## config.mk

```make
export PLATFORM = sky130hd
export DESIGN_NAME = key_value_table_core
export DESIGN_NICKNAME = d
export VERILOG_FILES = /design/src/design/kvt_pkg.sv /design/src/design/kvt_cell.sv /design/src/design/key_value_table_core.sv
export SDC_FILE = /design/constraint.sdc
export NUM_CORES = 1
export LEC_CHECK = 0
export CAP_MARGIN = 20
export CORE_UTILIZATION = 45
export CTS_BUF_LIST = sky130_fd_sc_hd__clkbuf_8
export CTS_CLUSTER_DIAMETER = 150
export CTS_CLUSTER_SIZE = 14
export DETAILED_ROUTE_END_ITERATION = 16
export DONT_BUFFER_PORTS = 1
export HOLD_SLACK_MARGIN = 0.12
export SLEW_MARGIN = 20
export SYNTH_ARGS = -nofsm -noshare
export SYNTH_HDL_FRONTEND = slang
export SYNTH_SLANG_ARGS = --single-unit
```

## constraint.sdc

```tcl
create_clock -name clk -period 9.8 [get_ports clk]
set_clock_uncertainty 0.15 [all_clocks]
set_input_delay 0.49 -clock clk [delete_from_list [all_inputs] [get_ports clk]]
set_output_delay 0.49 -clock clk [all_outputs]
set_load 0.01 [all_outputs]
```

## src/design/kvt_pkg.sv

```systemverilog
// Shared types and codes for the key/value table.
`default_nettype none
package kvt_pkg;

  typedef enum logic [1:0] {
    ACT_SET    = 2'd0,
    ACT_GET    = 2'd1,
    ACT_DELETE = 2'd2,
    ACT_CLEAR  = 2'd3
  } action_t;

  typedef enum logic [1:0] {
    ST_OK        = 2'd0,
    ST_NOT_FOUND = 2'd1,
    ST_FULL      = 2'd2,
    ST_RSVD      = 2'd3
  } status_t;

  typedef struct packed {
    logic [1:0]         action;
    logic signed [31:0] key;
    logic [31:0]        write_value;
  } in_t;

  typedef struct packed {
    logic        hit;
    logic [31:0] read_value;
    logic [1:0]  status;
    logic [4:0]  entry_count;
  } out_t;

  // Broadcast control for the ring of cells.
  typedef struct packed {
    logic shift;
    logic clr_all;
  } cell_ctl_t;

endpackage
`default_nettype wire

```

## src/design/kvt_cell.sv

```systemverilog
// One table slot: holds valid, key and value, and rotates them to its neighbor.
`default_nettype none
module kvt_cell #(
  parameter int KEY_BITS   = 32,
  parameter int VALUE_BITS = 32
) (
  input  wire                    clk,
  input  wire                    rst_n,
  input  kvt_pkg::cell_ctl_t     ctl,
  input  wire                    wr_en,
  input  wire                    del_en,
  input  wire                    nb_valid,
  input  wire [KEY_BITS-1:0]     nb_key,
  input  wire [VALUE_BITS-1:0]   nb_value,
  input  wire [KEY_BITS-1:0]     wr_key,
  input  wire [VALUE_BITS-1:0]   wr_value,
  output logic                   valid,
  output logic [KEY_BITS-1:0]    key,
  output logic [VALUE_BITS-1:0]  value
);

  logic                  valid_r;
  logic [KEY_BITS-1:0]   key_r;
  logic [VALUE_BITS-1:0] value_r;

  always_ff @(posedge clk) begin
    if (!rst_n) begin
      valid_r <= 1'b0;
    end else if (ctl.clr_all) begin
      valid_r <= 1'b0;
    end else if (ctl.shift) begin
      valid_r <= nb_valid;
    end else if (wr_en) begin
      valid_r <= 1'b1;
    end else if (del_en) begin
      valid_r <= 1'b0;
    end
  end

  always_ff @(posedge clk) begin
    if (ctl.shift) begin
      key_r   <= nb_key;
      value_r <= nb_value;
    end else if (wr_en) begin
      key_r   <= wr_key;
      value_r <= wr_value;
    end
  end

  assign valid = valid_r;
  assign key   = key_r;
  assign value = value_r;

endmodule
`default_nettype wire

```

## src/design/key_value_table_core.sv

```systemverilog
// Key/value table top level: ring of slot cells scanned past one comparator.
//
// Usage: an item (action, key, write_value) enters on in_valid/in_ready and
// gives exactly one result (hit, read_value, status, entry_count) on
// out_valid/out_ready. Actions: set, get, delete, clear.
// The ENTRIES slots form a rotating ring; each cycle of a scan moves every
// entry one cell toward the head, where a single key comparator looks at it
// and notes the matching slot and the lowest free slot. After ENTRIES shifts
// the ring is back in place and the commit step updates the chosen cell
// and loads the result register.
// One item at a time: the next item transfers only in the idle step after
// the scan and the commit of the item before it, as set by the rotation
// through the shared comparator.
// in_ready is high whenever no item is in flight, even while a result waits
// in the output register. If the receiver stalls, the next item finishes its
// scan and holds in the commit step until the output register is free.
// Reset (rst_n low, synchronous) empties the table, zeroes the entry count
// and drops any pending result.
`default_nettype none
module key_value_table_core #(
  parameter int ENTRIES    = 16,
  parameter int KEY_BITS   = 32,
  parameter int VALUE_BITS = 32
) (
  input  wire          clk,
  input  wire          rst_n,
  input  wire          in_valid,
  output logic         in_ready,
  input  kvt_pkg::in_t in_data,
  output logic         out_valid,
  input  wire          out_ready,
  output kvt_pkg::out_t out_data
);

  localparam int IDX_W   = (ENTRIES > 1) ? $clog2(ENTRIES) : 1;
  localparam int COUNT_W = $clog2(ENTRIES + 1);

  typedef enum logic [2:0] {
    S_IDLE   = 3'b001,
    S_SCAN   = 3'b010,
    S_COMMIT = 3'b100
  } state_t;

  state_t state_r, state_nxt;

  // Held item
  logic [1:0]            action_r;
  logic [KEY_BITS-1:0]   key_r;
  logic [VALUE_BITS-1:0] value_r;

  // Scan results
  logic [IDX_W-1:0]      scan_idx_r;
  logic                  match_r;
  logic [IDX_W-1:0]      match_idx_r;
  logic                  free_r;
  logic [IDX_W-1:0]      free_idx_r;
  logic [VALUE_BITS-1:0] rd_value_r;

  logic [COUNT_W-1:0]    cnt_r, cnt_nxt;

  logic                  out_valid_r;
  kvt_pkg::out_t         out_data_r, out_data_nxt;

  // Input field extension to storage widths
  logic [KEY_BITS+31:0]   in_key_ext;
  logic [VALUE_BITS+31:0] in_value_ext;
  assign in_key_ext   = {{KEY_BITS{1'b0}}, in_data.key};
  assign in_value_ext = {{VALUE_BITS{1'b0}}, in_data.write_value};

  // Ring
  logic                  cell_valid [ENTRIES];
  logic [KEY_BITS-1:0]   cell_key   [ENTRIES];
  logic [VALUE_BITS-1:0] cell_value [ENTRIES];
  logic [ENTRIES-1:0]    cell_wr;
  logic [ENTRIES-1:0]    cell_del;
  kvt_pkg::cell_ctl_t    ctl;

  logic in_xfer, commit_go, scan_last, head_match;
  logic wr_go, del_go;
  logic [IDX_W-1:0] wr_idx;

  assign in_ready  = (state_r == S_IDLE);
  assign in_xfer   = in_valid && in_ready;
  assign scan_last = (scan_idx_r == IDX_W'(ENTRIES - 1));
  assign commit_go = (state_r == S_COMMIT) && (!out_valid_r || out_ready);
  assign head_match = cell_valid[0] && (cell_key[0] == key_r);

  assign wr_go  = commit_go && (action_r == kvt_pkg::ACT_SET) && (match_r || free_r);
  assign del_go = commit_go && (action_r == kvt_pkg::ACT_DELETE) && match_r;
  assign wr_idx = match_r ? match_idx_r : free_idx_r;

  assign ctl.shift   = (state_r == S_SCAN);
  assign ctl.clr_all = commit_go && (action_r == kvt_pkg::ACT_CLEAR);

  for (genvar i = 0; i < ENTRIES; i++) begin : g_cell
    localparam int NB = (i + 1) % ENTRIES;

    assign cell_wr[i]  = wr_go && (wr_idx == IDX_W'(i));
    assign cell_del[i] = del_go && (match_idx_r == IDX_W'(i));

    kvt_cell #(
      .KEY_BITS   (KEY_BITS),
      .VALUE_BITS (VALUE_BITS)
    ) u_cell (
      .clk      (clk),
      .rst_n    (rst_n),
      .ctl      (ctl),
      .wr_en    (cell_wr[i]),
      .del_en   (cell_del[i]),
      .nb_valid (cell_valid[NB]),
      .nb_key   (cell_key[NB]),
      .nb_value (cell_value[NB]),
      .wr_key   (key_r),
      .wr_value (value_r),
      .valid    (cell_valid[i]),
      .key      (cell_key[i]),
      .value    (cell_value[i])
    );
  end

  always_comb begin
    state_nxt = state_r;
    unique case (state_r)
      S_IDLE:   if (in_xfer) state_nxt = S_SCAN;
      S_SCAN:   if (scan_last) state_nxt = S_COMMIT;
      S_COMMIT: if (commit_go) state_nxt = S_IDLE;
      default:  state_nxt = S_IDLE;
    endcase
  end

  // Commit result
  logic [VALUE_BITS+31:0] rd_ext;
  logic [COUNT_W+4:0]     cnt_ext;
  assign rd_ext  = {32'd0, rd_value_r};
  assign cnt_ext = {5'd0, cnt_nxt};

  always_comb begin
    cnt_nxt      = cnt_r;
    out_data_nxt = '0;
    case (action_r)
      kvt_pkg::ACT_SET: begin
        out_data_nxt.hit = match_r;
        if (!match_r) begin
          if (free_r) begin
            cnt_nxt = cnt_r + COUNT_W'(1);
          end else begin
            out_data_nxt.status = kvt_pkg::ST_FULL;
          end
        end
      end
      kvt_pkg::ACT_GET: begin
        out_data_nxt.hit = match_r;
        if (match_r) begin
          out_data_nxt.read_value = rd_ext[31:0];
        end else begin
          out_data_nxt.status = kvt_pkg::ST_NOT_FOUND;
        end
      end
      kvt_pkg::ACT_DELETE: begin
        out_data_nxt.hit = match_r;
        if (match_r) begin
          if (cnt_r != '0) cnt_nxt = cnt_r - COUNT_W'(1);
        end else begin
          out_data_nxt.status = kvt_pkg::ST_NOT_FOUND;
        end
      end
      default: begin
        cnt_nxt = '0;
      end
    endcase
    out_data_nxt.entry_count = cnt_ext[4:0];
  end

  always_ff @(posedge clk) begin
    if (!rst_n) begin
      state_r     <= S_IDLE;
      cnt_r       <= '0;
      out_valid_r <= 1'b0;
    end else begin
      state_r <= state_nxt;
      if (commit_go) begin
        cnt_r       <= cnt_nxt;
        out_valid_r <= 1'b1;
      end else if (out_ready) begin
        out_valid_r <= 1'b0;
      end
    end
  end

  always_ff @(posedge clk) begin
    if (in_xfer) begin
      action_r   <= in_data.action;
      key_r      <= in_key_ext[KEY_BITS-1:0];
      value_r    <= in_value_ext[VALUE_BITS-1:0];
      scan_idx_r <= '0;
      match_r    <= 1'b0;
      free_r     <= 1'b0;
    end else if (state_r == S_SCAN) begin
      scan_idx_r <= scan_idx_r + IDX_W'(1);
      // Head cell holds original slot scan_idx_r; keep the first hit of each kind
      if (head_match && !match_r) begin
        match_r     <= 1'b1;
        match_idx_r <= scan_idx_r;
        rd_value_r  <= cell_value[0];
      end
      if (!cell_valid[0] && !free_r) begin
        free_r     <= 1'b1;
        free_idx_r <= scan_idx_r;
      end
    end
    if (commit_go) begin
      out_data_r <= out_data_nxt;
    end
  end

  assign out_valid = out_valid_r;
  assign out_data  = out_data_r;

endmodule
`default_nettype wire
```

==> flow_summary_export.csv <==
group,metric,value,unit
clock_network,cts_made_buffers,95,
global_route,first_global_vias,23740,
run,drv_cap,0,
sta,slew_violations,0,
clock_network,root_buffer,"clkbuf_8",
logic_synthesis,synth_area_leaders,"edfxtp_1 74%, a21o_1 16%, buf_6 2.5%, dfxtp_1 1.3%, buf_2 1.2%",
power,sw_frac_of_total,23.53,%
sta,setup_viol,0,
power,p_switching,0.002222,W
finish,final_net_count,2872,
logic_synthesis,synth_warnings,0,
logic_synthesis,synth_top_cell_by_area,"edfxtp_1",
floorplan,rows,118,
min_path,holdCritPathClass,"input pin to flip-flop",
sta,period_share,43.77,%
power,p_clk_share,26.4,%
routing,drc_errors,0,
logic_synthesis,synthFlopType,"edfxtp_1",
logic_synthesis,ys_async_sr_fraction,0,%
finish,stdcell_count,4211,
worst_setup_path,end_kind,"flip-flop",
logic_synthesis,synth_cell_type_count,49,
finish,areaGrowthSynthToFinish,4.828,%
clock_network,post_cts_resized,0,
floorplan,die_area,107100,um^2
place,dp_cells,4007,
routing,wl_per_cell,23.52,um
routing,antenna_left,0,
routing,route.vias.total,23760,
routing,first_pass_iters,5,
clock_network,cts_tree,"yes",
sta,min_period,4.289,ns
logic_synthesis,syn_nets,2941,
sta,finalHoldViolations,0,
worst_setup_path,crit_fanout,247,
routing,viasPerCell,5.642,
global_route,grt_max_degree,248,
finish,drive_gt1_share,5.901,%
finish,num-fill-cells,8897,
sta,slew_headroom,28.76,%
power,p_seq_share,64.0,%
worst_setup_path,crit_required,10.24,ns
power,powerDensity,189.1,nW/um^2
floorplan,fp.coreArea,104200,um^2
worst_setup_path,arrival,4.73,ns
place,dp_slack,5.315,ns
logic_synthesis,synth_top_area_share,73.76,%
place,gpl.final_weighted_congestion,0.8247,
clock_network,clock_latency,0.75,ns
floorplan,die_y,327.3,um
worst_setup_path,critPathLaunchType,"flip-flop",
logic_synthesis,synth_area,47630,um^2
floorplan,die_x,327.3,um
routing,wl,99030,um
sta,timing.fmax,0.2331,GHz
place,hpwl,53390,um
worst_setup_path,path_class,"flip-flop to flip-flop",
logic_synthesis,synth-edff-count,1170,
sta,worstMarginPinSlew,1.069,ns
global_route,grt_pass1_wl,149400,um
sta,rsz0062_at_grt,"no",
sta,fin_ws,5.511,ns
logic_synthesis,synth_common_cells,"1170 x edfxtp_1, 1025 x a21o_1, 111 x buf_2",
logic_synthesis,synth_cells,2863,
clock_network,clockBufferDepth,3,
clock_network,htreeDepth,3,
logic_synthesis,post-synth-top-count-cell,"edfxtp_1",
clock_network,path_clk_slew,0.09,ns
clock_network,numClockSinks,1201,
global_route,antenna_found_initial,5,
status,status,"completed",
power,p_comb_share,9.6,%
place,portBuffers,0,
logic_synthesis,seq_area_frac_synth,75.07,%
sta,fin_setup_tns,0,ns
routing,drt_iter0_markers,2546,
power,internal_power,0.007222,W
global_route,grt_usage,18.39,%
power,power_leakage,20.75,nW
logic_synthesis,avgSynthCellArea,16.64,um^2
power,irDropWorstVdd,114.9,uV
global_route,grt-ovfl-total,0,
floorplan,initial_core_util,45.69,%
logic_synthesis,ys_ff_latch,1201,
floorplan,ioPinCount,112,
power,power,0.009444,W
cell usage in the layout (no fill, tap or decap), drive strengths merged, types with 2 or more instances in the layout:
master	count
xnor2	3
clkbuf	96
buf	33
clkinv	17
and3	35
dfxtp	31
o21ai	25
nor2	35
nor3b	3
or3	3
inv	46
o21a	2
nand2	16
and2	67
edfxtp	1170
nor2b	2
ha	8
clkinvlp	3
nand4	7
a21o	1025
o22ai	3
a21oi	27
xor2	32
o2bb2ai	2
nor4	10
nor3	9
dlygate4sd3	70
a211oi	20
nand2b	8
nand3	8
state kept, by name, summed over array words and instances, names as in the netlist:
signal / cells
key_r: 32
free_idx_r: 4
g_cell.u_cell.value: 512
match_idx_r: 4
g_cell.u_cell.valid: 16
action_r: 2
g_cell.u_cell.key: 512
out_data: 40
out_valid: 1
value_r: 32
scan_idx_r: 4
cnt_r: 5
free_r: 1
rd_value_r: 32
match_r: 1
state_r: 3
cell type report:
class                           instances  area (um^2)  share of cell area [%]
Inverter                               29        128.9                  0.2581
Timing Repair Buffer                  103        972.2                   1.947
Clock inverter                         37        171.4                  0.3433
Antenna cell                            1        2.502                0.005012
Tap cell                             1380         1727                   3.458
Multi-Input combinational cell       1364         9851                   19.73
Sequential cell                      1201        35760                   71.61
Clock buffer                           96         1321                   2.646
worst max-delay path, stage by stage, from the launching register on:
cell	delay, ns
dfxtp_1	0.39
inv_2	0.08
nor3_2	0.24
buf_4	0.55
buf_12	0.70
buf_4	0.80
buf_6	0.73
a21o_1	0.23
routing by layer:
| layer | vias up | GRT usage (%) | wire length, um |
|---|---|---|---|
| met3 | 124 | 2.731 | 5232 |
| met1 | 12290 | 27.82 | 46840 |
| met5 | - | 0 | 0 |
| met2 | 703 | 28.11 | 45080 |
| li1 | 10640 | - | - |
| met4 | 0 | 4.124 | 1877 |
per-stage QoR:
step,hold WS (ns),instance area (um^2),util [%]
finish,0.2096,49930,47.90
global route,0.1482,49930,47.90
CTS,0.1275,49900,47.87
detailed placement,0.2914,47720,45.78
global placement,0.2896,47710,45.77
floorplan,0.2772,47630,-
logic make-up (layout without fill, tap and decap cells):
kind of cell               after synthesis  after routing  synth area share (%)
DFF                                   1201           1201                 75.07
AOI/OAI and AO/OA                     1113           1113                 17.29
buffers and inverters                  298            265                 4.311
and+or+nand+nor                        208            208                 2.480
xor gates and xnor gates                35             35                0.6436
adders and majority gates                8              8                0.2102
other                                    0              1                     0
power groups by stage:
stage               sequential [W]  combinational [W]  clock (W)
floorplan                  0.00614           0.000754          0
global placement           0.00616           0.000856          0
detailed placement         0.00617           0.000892          0
CTS                        0.00605           0.000924    0.00257
global route               0.00607            0.00101    0.00273
finish                     0.00605           0.000907    0.00249
final timing paths:
check,start,to,slack (ns),depth (start not counted)
max,state_r[1]$_SDFFE_PN0P_,g_cell[7].u_cell.key[17]$_DFFE_PP_,5.51,7
min,in_data[53],key_r[21]$_DFFE_PP_,0.21,1
max reg2reg,state_r[1]$_SDFFE_PN0P_,g_cell[7].u_cell.key[17]$_DFFE_PP_,5.51,7
min reg2reg,g_cell[0].u_cell.value[21]$_DFFE_PP_,rd_value_r[21]$_DFFE_PP_,0.31,0
timing repair:
action,4_1_cts,5_1_grt
hold buffers,69,1
hold endpoints to repair,103,16
setup buffers,0,0
endpoints found under the setup margin,0,0
(Power assumes the default switching activity.)
